`src/hdl/veh_pkg.sv`:
```
`timescale 1ns / 1ps
`default_nettype none
// ----------------------------------------------------------------------------
// veh_pkg
// Types, constants and helpers shared by the variable-edge histogram.
// ----------------------------------------------------------------------------
package veh_pkg;

    localparam int MAX_EDGES = 16;
    localparam int NUM_BINS  = MAX_EDGES - 1;
    localparam int IDX_W     = $clog2(MAX_EDGES);
    localparam int TOT_W     = $clog2(MAX_EDGES + 1);
    localparam int CNT_W     = 32;
    localparam int VAL_W     = 32;

    typedef enum logic [1:0] {
        ACT_CLEAR = 2'd0,
        ACT_ADD   = 2'd1,
        ACT_COUNT = 2'd2
    } action_t;

    typedef enum logic [2:0] {
        ST_IN_BIN  = 3'd0,
        ST_UNDER   = 3'd1,
        ST_OVER    = 3'd2,
        ST_EDGE    = 3'd3,
        ST_CLEARED = 3'd4,
        ST_REFUSED = 3'd5
    } status_t;

    typedef struct packed {
        logic [1:0]              action;
        logic signed [VAL_W-1:0] edge_value;
        logic signed [VAL_W-1:0] sample;
    } in_item_t;

    typedef struct packed {
        logic [2:0]              status;
        logic [IDX_W-1:0]        hit_bin;
        logic [IDX_W-1:0]        peak_bin;
        logic [CNT_W-1:0]        peak_count;
        logic signed [VAL_W-1:0] mode_value;
        logic [CNT_W-1:0]        below_total;
        logic [CNT_W-1:0]        above_total;
        logic [CNT_W-1:0]        sample_total;
        logic [TOT_W-1:0]        edges_held;
    } result_t;

    // broadcast from the top level to every cell
    typedef struct packed {
        logic                    do_insert;
        logic                    do_count;
        logic                    do_clear;
        logic signed [VAL_W-1:0] value;
        logic [TOT_W-1:0]        edge_total;
        logic [IDX_W-1:0]        best_bin;
        logic [CNT_W-1:0]        best_count;
    } cell_ctrl_t;

    typedef struct packed {
        logic                    le;
        logic                    hit;
        logic                    take;
        logic signed [VAL_W-1:0] edge_cur;
        logic signed [VAL_W-1:0] edge_upd;
        logic [CNT_W-1:0]        cnt_new;
        logic signed [VAL_W-1:0] mid;
    } cell_out_t;

    function automatic logic [CNT_W-1:0] sat_inc(input logic [CNT_W-1:0] c);
        return (c == {CNT_W{1'b1}}) ? c : c + CNT_W'(1);
    endfunction

    // floor of the exact sum halved
    function automatic logic signed [VAL_W-1:0] mid_of(input logic signed [VAL_W-1:0] a,
                                                       input logic signed [VAL_W-1:0] b);
        logic signed [VAL_W:0] s;
        s = {a[VAL_W-1], a} + {b[VAL_W-1], b};
        return s[VAL_W:1];
    endfunction

endpackage
`default_nettype wire

```
`src/hdl/veh_cell.sv`:
```
`timescale 1ns / 1ps
`default_nettype none
// ----------------------------------------------------------------------------
// veh_cell
// One slot of the sorted edge row: holds an edge and the count of the bin
// that starts at it, compares against the broadcast value and shifts on insert.
// ----------------------------------------------------------------------------
module veh_cell
    import veh_pkg::*;
(
    input  wire logic                    aclk,
    input  wire logic                    aresetn,
    input  wire logic [IDX_W-1:0]        cell_idx,
    input  wire cell_ctrl_t              ctrl,
    input  wire logic                    left_le,
    input  wire logic signed [VAL_W-1:0] left_edge,
    input  wire logic                    right_le,
    input  wire logic signed [VAL_W-1:0] right_edge,
    output cell_out_t                    cell_o
);

    logic signed [VAL_W-1:0] edge_reg;
    logic signed [VAL_W-1:0] edge_next;
    logic [CNT_W-1:0]        count_reg;
    logic [CNT_W-1:0]        count_next;
    logic                    occupied;
    logic                    le;
    logic                    hit;
    logic [CNT_W-1:0]        cnt_inc;
    logic                    take;

    always_comb begin
        occupied = TOT_W'(cell_idx) < ctrl.edge_total;
        le       = occupied && (edge_reg <= ctrl.value);
        // bin of this cell: sample at or above this edge, below the next stored one
        hit      = ctrl.do_count && le && !right_le
                   && ((TOT_W'(cell_idx) + TOT_W'(1)) < ctrl.edge_total);
        cnt_inc  = sat_inc(count_reg);
        take     = (cell_idx == ctrl.best_bin) || (cnt_inc > ctrl.best_count)
                   || ((cnt_inc == ctrl.best_count) && (cell_idx < ctrl.best_bin));
    end

    always_comb begin
        edge_next = edge_reg;
        // cells left of the insert point keep their edge, the rest move right
        if (ctrl.do_insert && !le) begin
            edge_next = left_le ? ctrl.value : left_edge;
        end
    end

    always_comb begin
        count_next = count_reg;
        if (ctrl.do_clear) begin
            count_next = '0;
        end else if (hit) begin
            count_next = cnt_inc;
        end
    end

    always_ff @(posedge aclk) begin
        edge_reg <= edge_next;
    end

    always_ff @(posedge aclk) begin
        if (!aresetn) begin
            count_reg <= '0;
        end else begin
            count_reg <= count_next;
        end
    end

    always_comb begin
        cell_o.le       = le;
        cell_o.hit      = hit;
        cell_o.take     = take;
        cell_o.edge_cur = edge_reg;
        cell_o.edge_upd = edge_next;
        cell_o.cnt_new  = cnt_inc;
        cell_o.mid      = mid_of(edge_reg, right_edge);
    end

endmodule
`default_nettype wire

```
`config.mk`:
```
export PLATFORM = sky130hd
export DESIGN_NAME = veh_cell
export DESIGN_NICKNAME = d
export VERILOG_FILES = /design/src/hdl/veh_pkg.sv /design/src/hdl/veh_cell.sv
export SDC_FILE = /design/constraint.sdc
export NUM_CORES = 1
export LEC_CHECK = 0
export BUFFER_PORTS_ARGS = -buffer_cell sky130_fd_sc_hd__buf_2
export CAP_MARGIN = 20
export CORE_UTILIZATION = 49
export DETAILED_ROUTE_END_ITERATION = 12
export PLACE_DENSITY = 0.81
export SYNTH_ARGS = -nofsm -noshare
export SYNTH_HDL_FRONTEND = slang
export SYNTH_SLANG_ARGS = --single-unit
export TNS_END_PERCENT = 1
```
`constraint.sdc`:
```
create_clock -name aclk -period 9.2 [get_ports aclk]
set_clock_uncertainty 0.05 [all_clocks]
set_input_delay 1.84 -clock aclk [delete_from_list [all_inputs] [get_ports aclk]]
set_output_delay 1.84 -clock aclk [all_outputs]
set_load 0.01 [all_outputs]
```
# After elaboration in Yosys (flattened, before gate mapping)
# Cells that the tools add are included.
[op_classes]
eq_ne = 3
shifts = 0
addsub = 3
reduce_logical = 11
div = 0
n_mux = 3
bitwise = 1
mul = 0
magnitude_cmp = 5
[ops]
columns = ["operator", "n"]
rows = [
  ["32-bit two-way mux", 3],
  ["32-bit by 32-bit adder with 33-bit output", 1],
  ["32-bit by 1-bit adder with 32-bit output, second input constant", 1],
  ["32-bit equality test", 1],
  ["32-bit equality test, second input constant", 1],
  ["32-bit > comparator", 1],
  ["32-bit less-or-equal comparator", 1],
  ["1-bit logical AND", 6],
  ["4-bit by 1-bit adder with 5-bit output, second input constant", 1],
  ["4-bit by 5-bit less-than comparator with 1-bit output", 1],
  ["5-bit less-than comparator", 1],
  ["4-bit equality test", 1],
  ["4-bit less-than comparator", 1],
  ["1-bit zero test", 2],
  ["1-bit logical OR", 2],
  ["2-bit OR reduction", 1],
  ["1-bit inverter", 1],
]
[totals]
n_memories = 0
romBits = 0
output_inout_bits = 131
in_bits = 148
latch_bits = 0
ramBits = 0
elab_cells = 28
ff_bits = 64

# Longest topological paths before layout
[logic_depth]
depth_word = 5
ltp_mapped = 19
ltp_nobuf = 18

# Least setup slack after synthesis
# Ideal clock, no wire load.
[synth_timing]
path_type = "input -> output"
start = "in ctrl[72] (netlist name)"
end = "out cell_o[66] (netlist name)"
setup_slack_ps = 2998
t_arrival_ps = 4312
stages = 12
t_required_ps = 7310
cell_sequence = "inv_1 ha_1 nand4_1 or2_1 a311o_1 a31oi_2 mux2i_1 or2_2 clkbuf_1 clkbuf_1 a21oi_1 a21oi_1"
[synth_rtl]
columns = ["element", "line", "source"]
rows = [
  ["start, declared", "veh_cell.sv:14", "input wire cell_ctrl_t ctrl,"],
  ["end, declared", "veh_cell.sv:19", "output cell_out_t cell_o"],
]

==> impl_metrics.yaml <==
status:
  run_status: "finished clean"
critical_path:
  crit_buf_inv: 4
  critical_path.most_common_cell: "buf_2"
  timing.rr.end: "edge_reg[20]"
  startpoint_type: "primary input"
  reg2reg_from: "edge_reg[31]"
  cp.required_ps: 7310
  worstPathArrival_ps: 5590
  crit_path_top_delay_cell: "or2_2"
  path_cells: "buf_2 -> inv_1 -> ha_1 -> nand4_1 -> or2_1 -> a311o_1 -> a31oi_2 -> mux2i_1 -> or2_2 -> and2_1 -> buf_4 -> a21oi_1 -> buf_2"
  worstRegToRegCells: 10
  path_class: "primary input to primary output"
  cp-startpoint: "ctrl[72]"
  slowest_delay_ps: 690
  worstPathMaxFanout: 34
  end_kind: "primary output"
  path_delay_family: "simple AND/OR/NAND/NOR gates"
  r2r_slack_ps: 5120
sta:
  fin_setup_tns_ps: 0
  hold_viol: 0
  fmax_mhz: 134
  finalCritPeriodShare_pct: 81.3
  drv_slew: 0
  grt_setup_unrepaired: "no"
  finalCriticalPeriod_ps: 7480
  setup_violations: 0
  slew_headroom_pct: 34.7
  worst_pin_slew_ps: 980
global_routing:
  grt_antenna_before_repair: 4
  grt_pass1_vias: 7060
  grt_overflow: 0
  grt_max_degree: 35
  grt_pass1_wl_um: 34100
  grt_usage_pct: 29.7
routing:
  vias: 7594
  drt-initial-drc-count: 507
  wirelength_um: 22300
  wl_per_cell_um: 16.6
  firstDrtPassIters: 5
  post_drt_via_cell_ratio: 5.65
  drcViolationCount: 0
  drt.antenna.violating_nets: 0
clock_tree:
  clock_sinks: 64
  clock_latency_ps: 340
  cts_root_buf: "clkbuf_16"
  cts_hold_buf: 0
  postCtsSetupBuffers: 0
  cts_buffer_depth: 2
  clk_pin_slew_ps: 60
  cts_inserted_buffers: 9
  cts.repair.resized: 0
  cts_tree: "yes"
  htree_levels: 3
synthesis:
  synth-seq-cells: 64
  ys_seq_area_share_pct: 18.6
  synth_top_area_share_pct: 19.6
  synthArstFlopShare_pct: 0
  syn_nets: 1158
  synth_edf_count: 0
  synth_top_area_cell: "ha_1"
  yosysUniqueCellTypes: 60
  yosys-top-cells-area: "ha_1, dfxtp_1, a21oi_1, mux2i_1, inv_1"
  synth_cells: 901
  syn_avg_cell_area_um2: 7.66
  syn_area_um2: 6900
  synthFlopType: "dfxtp_1"
  yosysWarnings: 0
die:
  dieArea_um2: 14600
  core-area_um2: 13500
  die_w_um: 121
  die_h_um: 121
  ios: 279
  placementRows: 42
  start_util_pct: 51.1
job:
  maxCapViolations: 0
min_path:
  hold_class: "flip-flop to flip-flop"
  min_from: "count_reg[24]"
  whs_path_depth: 2
  hold_end: "count_reg[24]"
power_and_ir_drop:
  power_density_nw_per_um2: 263
  p_leak_nw: 4.72
  total_power_mw: 2.30
  peakVddDrop_mv: 0.114
layout:
  drive_above_1_share_pct: 27.3
  finalNetCount: 1415
  syn_to_final_growth_pct: 26.3
  utilization_pct: 64.5
place:
  gp_congestion: 0.924
  io_buffers: 278
  dp_hpwl_um: 18200
## routing by layer
metal | share of wire [%] | up-vias | wire [um] | GRT usage [%]
li1 | - | 3762 | - | -
met5 | 0 | - | 0 | 0
met4 | 3.8 | 0 | 856 | 15.2
met2 | 49 | 295 | 11000 | 53.3
met3 | 6.6 | 61 | 1460 | 5.33
met1 | 40 | 3476 | 8950 | 33.4
## cells in the mapped netlist, types with 3 or more instances
master    count
or3_1         5
nor4_1        8
nor2_1       56
o31ai_1       8
ha_1        108
a31o_2       14
and4_1        3
nor2b_1      13
a21o_1       35
or4_1         6
nand3_1      24
xnor2_1      33
inv_1        90
a211oi_1      3
o21a_1        7
o21ai_0      27
nand2b_1     11
and3_1       15
buf_4         4
a21oi_1     129
buf_2         8
a31oi_1       4
clkbuf_1     22
dfxtp_1      64
o21bai_1      4
nand2_1      54
xor2_1       28
and2_1        6
mux2i_1      35
nor3_1       10
nand4_1      25
o211ai_1      8
## worst register-to-register path: cells and delay by family (launching register included)
family / cells / cell delay (ps)
AO/OA/AOI/OAI: 3 / 630
adder cells (fa/ha/maj): 1 / 360
buffers and inverters: 1 / 350
flip-flops: 1 / 400
multiplexers: 1 / 520
AND/OR/NAND/NOR: 4 / 1640
## worst max path at each step
stage               cells past startpoint         end
detailed placement                     13  cell_o[84]
global placement                       13  cell_o[94]
floorplan                              12  cell_o[66]
CTS                                    13  cell_o[88]
global route                           13  cell_o[82]
finish                                 13  cell_o[84]
## stage by stage
step           instances  setup slack, ps  cell area [um2]  hold slack [ps]
6_report            1343             1720             8710              467
2_1_floorplan        901             3000             6900              427
5_1_grt             1343             1430             8710              499
4_1_cts             1338             1790             8690              469
3_3_place_gp        1322             1980             8370              446
3_5_place_dp        1322             1790             8370              456
## kinds of logic after synthesis
family                   synth area share [%]
AO/OA/AOI/OAI                            23.2
multiplexers                             5.24
adder cells (fa/ha/maj)                  19.9
XOR/XNOR                                 7.74
flip-flops                               18.6
AND/OR/NAND/NOR                          18.0
buffers and inverters                    7.33
## final cells by class
type	instances	area (um2)
antenna	4	10.0
clock buffer	9	225
clock inverter	7	103
fill	1166	4790
inverter	90	338
multi-input combinational	711	5110
sequential	64	1280
tap	176	220
timing repair buffer	282	1420
## power breakdown
| part | leakage (nW) | internal [mW] | switching, mW |
|---|---|---|---|
| sequential | 0.527 | 0.350 | 0.0971 |
| clock | 0.157 | 0.241 | 0.146 |
| combinational | 4.04 | 0.608 | 0.853 |
| total | 4.72 | 1.20 | 1.10 |
## cell usage in the layout, fill, tap and decap left out, drive strengths merged, types with 3 or more instances in the layout
cell type and instances:
a21o 35, nor4 8, a31o 14, or4 6
nand2 54, nor2 56, or2 3, nand4 25
nand2b 11, and3 15, buf 282, nor3 10
nor2b 13, o31ai 8, o21ai 29, a31oi 5
mux2i 35, ha 108, xnor2 33, o21a 7
a211oi 3, diode 4, dfxtp 64, or3 6
and4 3, o21bai 4, xor2 28, nand3 24
and2 6, a21oi 129, clkbuf 9, o211ai 8
inv 93
Note: power is estimated with default switching activity, not from simulation.
