[config.mk]
export PLATFORM = sky130hd
export DESIGN_NAME = veh_out_buf
export DESIGN_NICKNAME = d
export VERILOG_FILES = /design/src/hdl/veh_pkg.sv /design/src/hdl/veh_out_buf.sv
export SDC_FILE = /design/constraint.sdc
export NUM_CORES = 1
export LEC_CHECK = 0
export BUFFER_PORTS_ARGS = -buffer_cell sky130_fd_sc_hd__buf_2
export CAP_MARGIN = 20
export CORE_UTILIZATION = 47
export DETAILED_ROUTE_END_ITERATION = 8
export PLACE_DENSITY = 0.76
export REMOVE_ABC_BUFFERS = 1
export SKIP_CTS_REPAIR_TIMING = 1
export SYNTH_ARGS = -nofsm -noshare
export SYNTH_HDL_FRONTEND = slang
export SYNTH_SLANG_ARGS = --single-unit
[constraint.sdc]
create_clock -name aclk -period 19.24 [get_ports aclk]
set_input_delay 2.886 -clock aclk [delete_from_list [all_inputs] [get_ports aclk]]
set_output_delay 2.886 -clock aclk [all_outputs]
set_load 0.02 [all_outputs]
[src/hdl/veh_pkg.sv]
`timescale 1ns / 1ps
`default_nettype none
// ----------------------------------------------------------------------------
// veh_pkg
// Types, constants and helpers shared by the variable-edge histogram.
// ----------------------------------------------------------------------------
package veh_pkg;

    localparam int MAX_EDGES = 16;
    localparam int NUM_BINS  = MAX_EDGES - 1;
    localparam int IDX_W     = $clog2(MAX_EDGES);
    localparam int TOT_W     = $clog2(MAX_EDGES + 1);
    localparam int CNT_W     = 32;
    localparam int VAL_W     = 32;

    typedef enum logic [1:0] {
        ACT_CLEAR = 2'd0,
        ACT_ADD   = 2'd1,
        ACT_COUNT = 2'd2
    } action_t;

    typedef enum logic [2:0] {
        ST_IN_BIN  = 3'd0,
        ST_UNDER   = 3'd1,
        ST_OVER    = 3'd2,
        ST_EDGE    = 3'd3,
        ST_CLEARED = 3'd4,
        ST_REFUSED = 3'd5
    } status_t;

    typedef struct packed {
        logic [1:0]              action;
        logic signed [VAL_W-1:0] edge_value;
        logic signed [VAL_W-1:0] sample;
    } in_item_t;

    typedef struct packed {
        logic [2:0]              status;
        logic [IDX_W-1:0]        hit_bin;
        logic [IDX_W-1:0]        peak_bin;
        logic [CNT_W-1:0]        peak_count;
        logic signed [VAL_W-1:0] mode_value;
        logic [CNT_W-1:0]        below_total;
        logic [CNT_W-1:0]        above_total;
        logic [CNT_W-1:0]        sample_total;
        logic [TOT_W-1:0]        edges_held;
    } result_t;

    // broadcast from the top level to every cell
    typedef struct packed {
        logic                    do_insert;
        logic                    do_count;
        logic                    do_clear;
        logic signed [VAL_W-1:0] value;
        logic [TOT_W-1:0]        edge_total;
        logic [IDX_W-1:0]        best_bin;
        logic [CNT_W-1:0]        best_count;
    } cell_ctrl_t;

    typedef struct packed {
        logic                    le;
        logic                    hit;
        logic                    take;
        logic signed [VAL_W-1:0] edge_cur;
        logic signed [VAL_W-1:0] edge_upd;
        logic [CNT_W-1:0]        cnt_new;
        logic signed [VAL_W-1:0] mid;
    } cell_out_t;

    function automatic logic [CNT_W-1:0] sat_inc(input logic [CNT_W-1:0] c);
        return (c == {CNT_W{1'b1}}) ? c : c + CNT_W'(1);
    endfunction

    // floor of the exact sum halved
    function automatic logic signed [VAL_W-1:0] mid_of(input logic signed [VAL_W-1:0] a,
                                                       input logic signed [VAL_W-1:0] b);
        logic signed [VAL_W:0] s;
        s = {a[VAL_W-1], a} + {b[VAL_W-1], b};
        return s[VAL_W:1];
    endfunction

endpackage
`default_nettype wire

[src/hdl/veh_out_buf.sv]
`timescale 1ns / 1ps
`default_nettype none
// ----------------------------------------------------------------------------
// veh_out_buf
// Two-entry result stage: an output register plus a skid register, so the
// input side keeps taking transactions while one result waits.
// ----------------------------------------------------------------------------
module veh_out_buf
    import veh_pkg::*;
(
    input  wire logic    aclk,
    input  wire logic    aresetn,
    input  wire logic    push,
    input  wire result_t push_data,
    output logic         push_ready,
    output logic         m_valid,
    input  wire logic    m_ready,
    output result_t      m_data
);

    logic    out_valid_reg;
    logic    out_valid_next;
    result_t out_data_reg;
    result_t out_data_next;
    logic    skid_valid_reg;
    logic    skid_valid_next;
    result_t skid_data_reg;
    result_t skid_data_next;

    always_comb begin
        out_valid_next  = out_valid_reg;
        out_data_next   = out_data_reg;
        skid_valid_next = skid_valid_reg;
        skid_data_next  = skid_data_reg;
        if (out_valid_reg && !m_ready) begin
            if (push) begin
                skid_valid_next = 1'b1;
                skid_data_next  = push_data;
            end
        end else if (skid_valid_reg) begin
            out_valid_next  = 1'b1;
            out_data_next   = skid_data_reg;
            skid_valid_next = 1'b0;
        end else begin
            out_valid_next = push;
            out_data_next  = push_data;
        end
    end

    always_ff @(posedge aclk) begin
        if (!aresetn) begin
            out_valid_reg  <= 1'b0;
            skid_valid_reg <= 1'b0;
        end else begin
            out_valid_reg  <= out_valid_next;
            skid_valid_reg <= skid_valid_next;
        end
    end

    always_ff @(posedge aclk) begin
        out_data_reg  <= out_data_next;
        skid_data_reg <= skid_data_next;
    end

    assign push_ready = !skid_valid_reg;
    assign m_valid    = out_valid_reg;
    assign m_data     = out_data_reg;

endmodule
`default_nettype wire

## Yosys cells after proc, flatten, opt, wreduce, memory -nomap -nowiden

Cells that the tools add are included.

- Multiplexer cells: 2
- Reduce and logical (&&, ||, !) cells: 5

Operators by type and width:

| operator | number |
|---|---|
| $mux W176 | 1 |
| $reduce_and A2 Y1 | 2 |
| $logic_not A1 Y1 | 2 |
| $logic_and A1 B1 Y1 | 1 |
| $mux W1 | 1 |

- Word-level logic and storage cells: 27
- Bits in registers: 354

## Logic depth before layout (Yosys ltp)

Gate-level depths: netlist (run 1).

- Depth after elaboration: 3
- Mapped depth: 5
- Gate-level depth less buffers: 2

## Worst setup path after synthesis (run 1)

Ideal clock, no wire load.

- Path type: input to register
- Start: input port m_ready
- End: register skid_data_reg[0] in the netlist's numbering, enable pin
- Setup slack: -0.146 ns
- Cell stages on the path: 2
- Data arrival time: 17.520 ns
- Path buffers: 0
- Cells stage by stage: nand2b_1 > nor2_1

- Cells in the longest elaborated chain, start to end: 3

Ends and longest elaborated chain:

| item | RTL line | source |
|---|---|---|
| start, declared | veh_out_buf.sv:17 | `input wire logic m_ready,` |
| $logic_not A1 Y1 | veh_out_buf.sv:35 | `if (out_valid_reg && !m_ready) begin` |
| $logic_and A1 B1 Y1 | veh_out_buf.sv:35 |  |
| $reduce_and A2 Y1 (no line) | - |  |
| end signal, assigned | veh_out_buf.sv:62 | `skid_data_reg <= skid_data_next;` |
| end, declared | veh_out_buf.sv:27 | `result_t skid_data_reg;` |

No other way between the ends.
A chain may end at the register's enable or synchronous reset.

## Final worst setup path (run 1)

- Start: input port m_ready
- End: register out_data_reg, in the netlist m_data[165], enable pin

- Cells in the longest elaborated chain, start to end: 2

Ends and longest elaborated chain:

| item | RTL line | source |
|---|---|---|
| $logic_not A1 Y1 | veh_out_buf.sv:35 |  |
| $logic_and A1 B1 Y1 | veh_out_buf.sv:35 |  |
| end signal, assigned | veh_out_buf.sv:61 | `out_data_reg <= out_data_next;` |
| end, declared | veh_out_buf.sv:23 | `result_t out_data_reg;` |

No other way between the ends.

==> flow_metrics.env, run 1 <==
export IMPL_ys_ff_latch=354
export IMPL_syn_area_per_cell_um2=23.7
export IMPL_status="completed"
export IMPL_cts_buffers=37
export IMPL_drtAntennaViolNets=0
export IMPL_crit_path_max_fanout=69
export IMPL_yosysSeqAreaShare=0.804
export IMPL_maxSlewViolCount=0
export IMPL_grt_max_degree=177
export IMPL_yosysTopAreaCellShare=0.801
export IMPL_worst_pin_slew_ns=1.04
export IMPL_syn_area_um2=13200
export IMPL_fin_nets=1119
export IMPL_cts_buffer_depth=3
export IMPL_clock_tree_root_cell="clkbuf_16"
export IMPL_coreArea_um2=27300
export IMPL_critical_path_class="input pin to flop"
export IMPL_finClkSkew_ns=0.0130
export IMPL_synth_cells=557
export IMPL_dieArea_um2=28800
export IMPL_setup_violations=0
export IMPL_hp_start="skid_data_reg[36]$_DFFE_PP_"
export IMPL_vias_per_cell=4.84
export IMPL_worstReg2RegStart="m_valid$_SDFFE_PN0N_"
export IMPL_grt_pass1_vias=6693
export IMPL_start_kind="input pin"
export IMPL_die_w_um=170
export IMPL_path_clk_slew_ns=0.06
export IMPL_overflow=0
export IMPL_dp_slack_ns=13.54
export IMPL_rsz0062_at_grt="no"
export IMPL_fin_cells=1340
export IMPL_row_count=60
export IMPL_synth_top_cell_by_area="edfxtp_1"
export IMPL_die_h_um=170
export IMPL_numPortBuffers=357
export IMPL_grt_antenna_before_repair=11
export IMPL_drt_wl_total_um=24900
export IMPL_crit_required_ns=19.36
export IMPL_clkSinkCount=354
export IMPL_synth_cell_type_count=11
export IMPL_gp_congestion=0.775
export IMPL_fmax_ghz=0.194
export IMPL_wl_per_cell_um=18.6
export IMPL_period_needed_ns=5.15
export IMPL_p_leak_nw=6.42
export IMPL_htreeDepth=2
export IMPL_power_density_nw_per_um2=104
export IMPL_hold_viol_final=0
export IMPL_end_kind="flop"
export IMPL_detailed_place_hpwl_um=16300
export IMPL_cts_tree="yes"
export IMPL_io_pins=358
export IMPL_fin_crit_sh=0.268
export IMPL_timing_hold_ws_ns=0.542
export IMPL_dr_pass1_iters=4
export IMPL_slew_headroom=0.305
export IMPL_netlist_top_cells_area="edfxtp_1 80%, mux2_4 11%, mux2_2 6.4%"
export IMPL_grt_pass1_wl_um=37200
export IMPL_vdd_drop_max_v=0.000106
export IMPL_area_growth_pct=25.2
export IMPL_vias=6488
export IMPL_grt_use_total=0.170
export IMPL_arrival_ns=5.27
export IMPL_dp_cells=1271
export IMPL_initial_core_util=0.484
export IMPL_fin_ws_ns=14.09
export IMPL_fin_setup_tns_ns=0
export IMPL_hp_class="flop to flop"
export IMPL_drive_above_1_share=0.614
export IMPL_ys_warn_count=0
export IMPL_drt_iter0_markers=390
export IMPL_route_detailed_drc=0
export IMPL_clkLatencyLatePin_ns=0.50
export IMPL_cap_violations=0
export IMPL_critical_path_startpoint="m_ready"
-- layer usage --
layer / share of wire / vias to the layer above / global-route usage
met5: 0.0026 / - / 0
met4: 0.036 / 10 / 0.0799
met3: 0.088 / 72 / 0.0641
met2: 0.49 / 270 / 0.274
met1: 0.39 / 3120 / 0.202
li1: - / 3016 / -
-- synth_stat cells --
library cell / n
edfxtp_1: 352
mux2_4: 101
mux2_2: 75
buf_6: 15
buf_2: 5
dfxtp_1: 2
inv_1: 2
nor2_1: 2
a21boi_0: 1
nand2b_1: 1
nor3b_1: 1
-- placed cells by master (no fill, tap or decap), drive strengths merged --
| master | netlist | layout |
|---|---|---|
| mux2 | 176 | 176 |
| clkinv | 0 | 12 |
| edfxtp | 352 | 352 |
| nor2 | 2 | 2 |
| buf | 20 | 363 |
| dfxtp | 2 | 2 |
| clkinvlp | 0 | 3 |
| inv | 2 | 3 |
| bufinv | 0 | 4 |
| nor3b | 1 | 1 |
| a21boi | 1 | 1 |
| diode | 0 | 5 |
| clkbuf | 0 | 43 |
| nand2b | 1 | 1 |
-- power by group --
| part | leakage, nW | switching [mW] | internal, mW |
|---|---|---|---|
| clock network | 0.553 | 0.275 | 0.407 |
| registers | 3.44 | 0.0101 | 0.893 |
| logic | 2.43 | 0.0813 | 0.0583 |
| total | 6.42 | 0.366 | 1.36 |
-- final timing paths --
check / end / slack [ns] / cells past startpoint
max reg2reg: m_data[165]$_DFFE_PN_ / 16.27 / 3
max: m_data[165]$_DFFE_PN_ / 14.09 / 4
min reg2reg: m_data[36]$_DFFE_PN_ / 0.54 / 1
min: m_data[36]$_DFFE_PN_ / 0.54 / 1
-- worst max-delay path, cell delays in order --
cell and delay (ns):
buf_2 0.08, nand2b_4 0.50, buf_4 0.85, buf_4 0.82
-- cell type report --
cell class | count | area (um^2)
Multi-Input combinational cell | 181 | 2400
Inverter | 2 | 7.51
Clock buffer | 43 | 948
Timing Repair Buffer | 363 | 1860
Antenna cell | 5 | 12.5
Clock inverter | 20 | 209
Tap cell | 372 | 465
Sequential cell | 354 | 10600
Fill cell | 1955 | 10700
-- metrics by stage --
| step | util | area (um^2) | total power, mW |
|---|---|---|---|
| global placement | 0.562 | 15300 | 1.06 |
| finish | 0.606 | 16500 | 1.72 |
| detailed placement | 0.562 | 15300 | 1.06 |
| CTS | 0.605 | 16500 | 1.74 |
| global route | 0.606 | 16500 | 1.78 |
| floorplan | - | 13000 | 1.01 |
-- kinds of logic (layout without fill, tap and decap cells) --
group                  count (synthesis)  after routing  share of synthesized area
DFF                                  354            354                      0.804
and+or+nand+nor                        4              4                    0.00161
muxes                                176            176                      0.179
AOI/OAI and AO/OA                      1              1                   0.000569
other                                  0              5                          0
buffers and inverters                 22            428                     0.0153
No activity file was read; power rests on OpenSTA's default activity.
==> inputs of run 2 (changes only) <==
clock period = 4.6 ns   (was 19.24 ns; I/O delays follow)
==> flow_metrics.env, run 2 (synthesis results as in run 1) <==
export IMPL_status="completed"
export IMPL_area_growth_pct=24.9
export IMPL_vias=6428
export IMPL_end_kind="flop"
export IMPL_maxSlewViolCount=0
export IMPL_dieArea_um2=28800
export IMPL_cts_buffer_depth=3
export IMPL_drt_wl_total_um=24300
export IMPL_crit_buf_inv=1
export IMPL_placed_cell_area_um2=15400
export IMPL_worst_pin_slew_ns=0.968
export IMPL_drive_above_1_share=0.616
export IMPL_drt_iter0_markers=367
export IMPL_fin_nets=1118
export IMPL_grt_pass1_wl_um=36200
export IMPL_clkSinkCount=354
export IMPL_clkLatencyLatePin_ns=0.50
export IMPL_path_clk_slew_ns=0.06
export IMPL_slew_headroom=0.355
export IMPL_hp_class="input pin to flop"
export IMPL_p_leak_nw=6.41
export IMPL_crit_required_ns=4.73
export IMPL_layout_commonest_cell="buf_2"
export IMPL_wl_per_cell_um=18.2
export IMPL_grt_antenna_before_repair=8
export IMPL_power_density_nw_per_um2=430
export IMPL_rsz0062_at_grt="no"
export IMPL_cts_tree="yes"
export IMPL_clock_tree_root_cell="clkbuf_16"
export IMPL_grt_pass1_vias=6605
export IMPL_grt_max_degree=115
export IMPL_htreeDepth=2
export IMPL_crit_chain="nand2b_4 > buf_12"
export IMPL_final_fill_count=1976
export IMPL_timing_hold_ws_ns=0.375
export IMPL_finClkSkew_ns=0.00902
export IMPL_vdd_drop_max_v=0.000286
export IMPL_vias_per_cell=4.81
export IMPL_post_route_cell_area_um2=16500
export IMPL_slowest_stage="nand2b_4"
export IMPL_grt_use_total=0.165
export IMPL_die_w_um=170
export IMPL_period_needed_ns=2.17
export IMPL_final_cell_mix="357 x buf_2, 352 x edfxtp_1, 101 x mux2_4"
export IMPL_row_count=60
export IMPL_crit_family="simple AND/OR/NAND/NOR gates"
export IMPL_arrival_ns=2.29
export IMPL_fmax_ghz=0.462
export IMPL_dr_pass1_iters=4
export IMPL_regArea_um2=10600
export IMPL_crit_path_max_fanout=114
export IMPL_cts_buffers=37
export IMPL_critPathMaxStageDelay_ns=0.68
export IMPL_die_h_um=170
export IMPL_route_detailed_drc=0
export IMPL_cap_violations=0
export IMPL_drtAntennaViolNets=0
export IMPL_io_pins=358
export IMPL_overflow=0
export IMPL_numPortBuffers=357
export IMPL_hold_viol_final=0
export IMPL_gp_congestion=0.768
export IMPL_coreArea_um2=27300
export IMPL_multi_input_area_um2=2400
export IMPL_critical_path_class="flop to flop"
export IMPL_setup_violations=0
export IMPL_detailed_place_hpwl_um=15900
export IMPL_power_mw=7.09
export IMPL_initial_core_util=0.484
export IMPL_start_kind="flop"
export IMPL_fin_crit_sh=0.471
run 2: changes by cell type in the layout (fill, tap and decap cells not counted):
cell	previous run	this run
clkinv_2	2	8
buf_12	1	5
diode_2	5	2
clkinv_1	8	6
buf_4	4	0
inv_6	1	0
bufinv_16	4	2
buf_16	1	0
clkinv_4	2	1
clkbuf_1	6	5
run 2: where the power goes:
part / total [mW] / switching, mW / internal (mW)
clock: 2.73 / 1.15 / 1.58
sequential: 3.77 / 0.0411 / 3.73
combinational: 0.583 / 0.338 / 0.245
run 2: layer usage:
layer / GRT usage / wire [um] / up-vias
met4: 0.0650 / 647 / 8
met5: 0 / 53 / -
li1: - / - / 3004
met1: 0.200 / 9530 / 3104
met2: 0.267 / 11800 / 256
met3: 0.0618 / 2280 / 56
run 2: layout make-up:
type                            count  share of cell area
Sequential cell                   354               0.644
Multi-Input combinational cell    181               0.146
Timing Repair Buffer              362               0.114
Antenna cell                        2            0.000304
Clock inverter                     20             0.00934
Tap cell                          372              0.0282
Clock buffer                       42              0.0573
Inverter                            2            0.000455
run 2: path summary, 6_finish.rpt:
path	from	to	slack [ns]	depth (start not counted)
worst min-delay path	push_data[3]	skid_data_reg[3]$_DFFE_PP_	0.38	1
worst max register to register	m_valid$_SDFFE_PN0N_	m_data[23]$_DFFE_PN_	2.43	2
worst min register to register	skid_data_reg[75]$_DFFE_PP_	m_data[75]$_DFFE_PN_	0.54	1
worst max-delay path	m_valid$_SDFFE_PN0N_	m_data[23]$_DFFE_PN_	2.43	2
run 2: through the flow:
| stage | setup TNS (ns) | std cells | util | setup slack (ns) |
|---|---|---|---|---|
| global route | 0 | 1335 | 0.605 | 2.30 |
| finish | 0 | 1335 | 0.605 | 2.43 |
| floorplan | -2694.69 | 537 | - | -12.59 |
| global placement | 0 | 1271 | 0.564 | 1.95 |
| CTS | 0 | 1333 | 0.605 | 2.38 |
| detailed placement | 0 | 1271 | 0.564 | 1.90 |
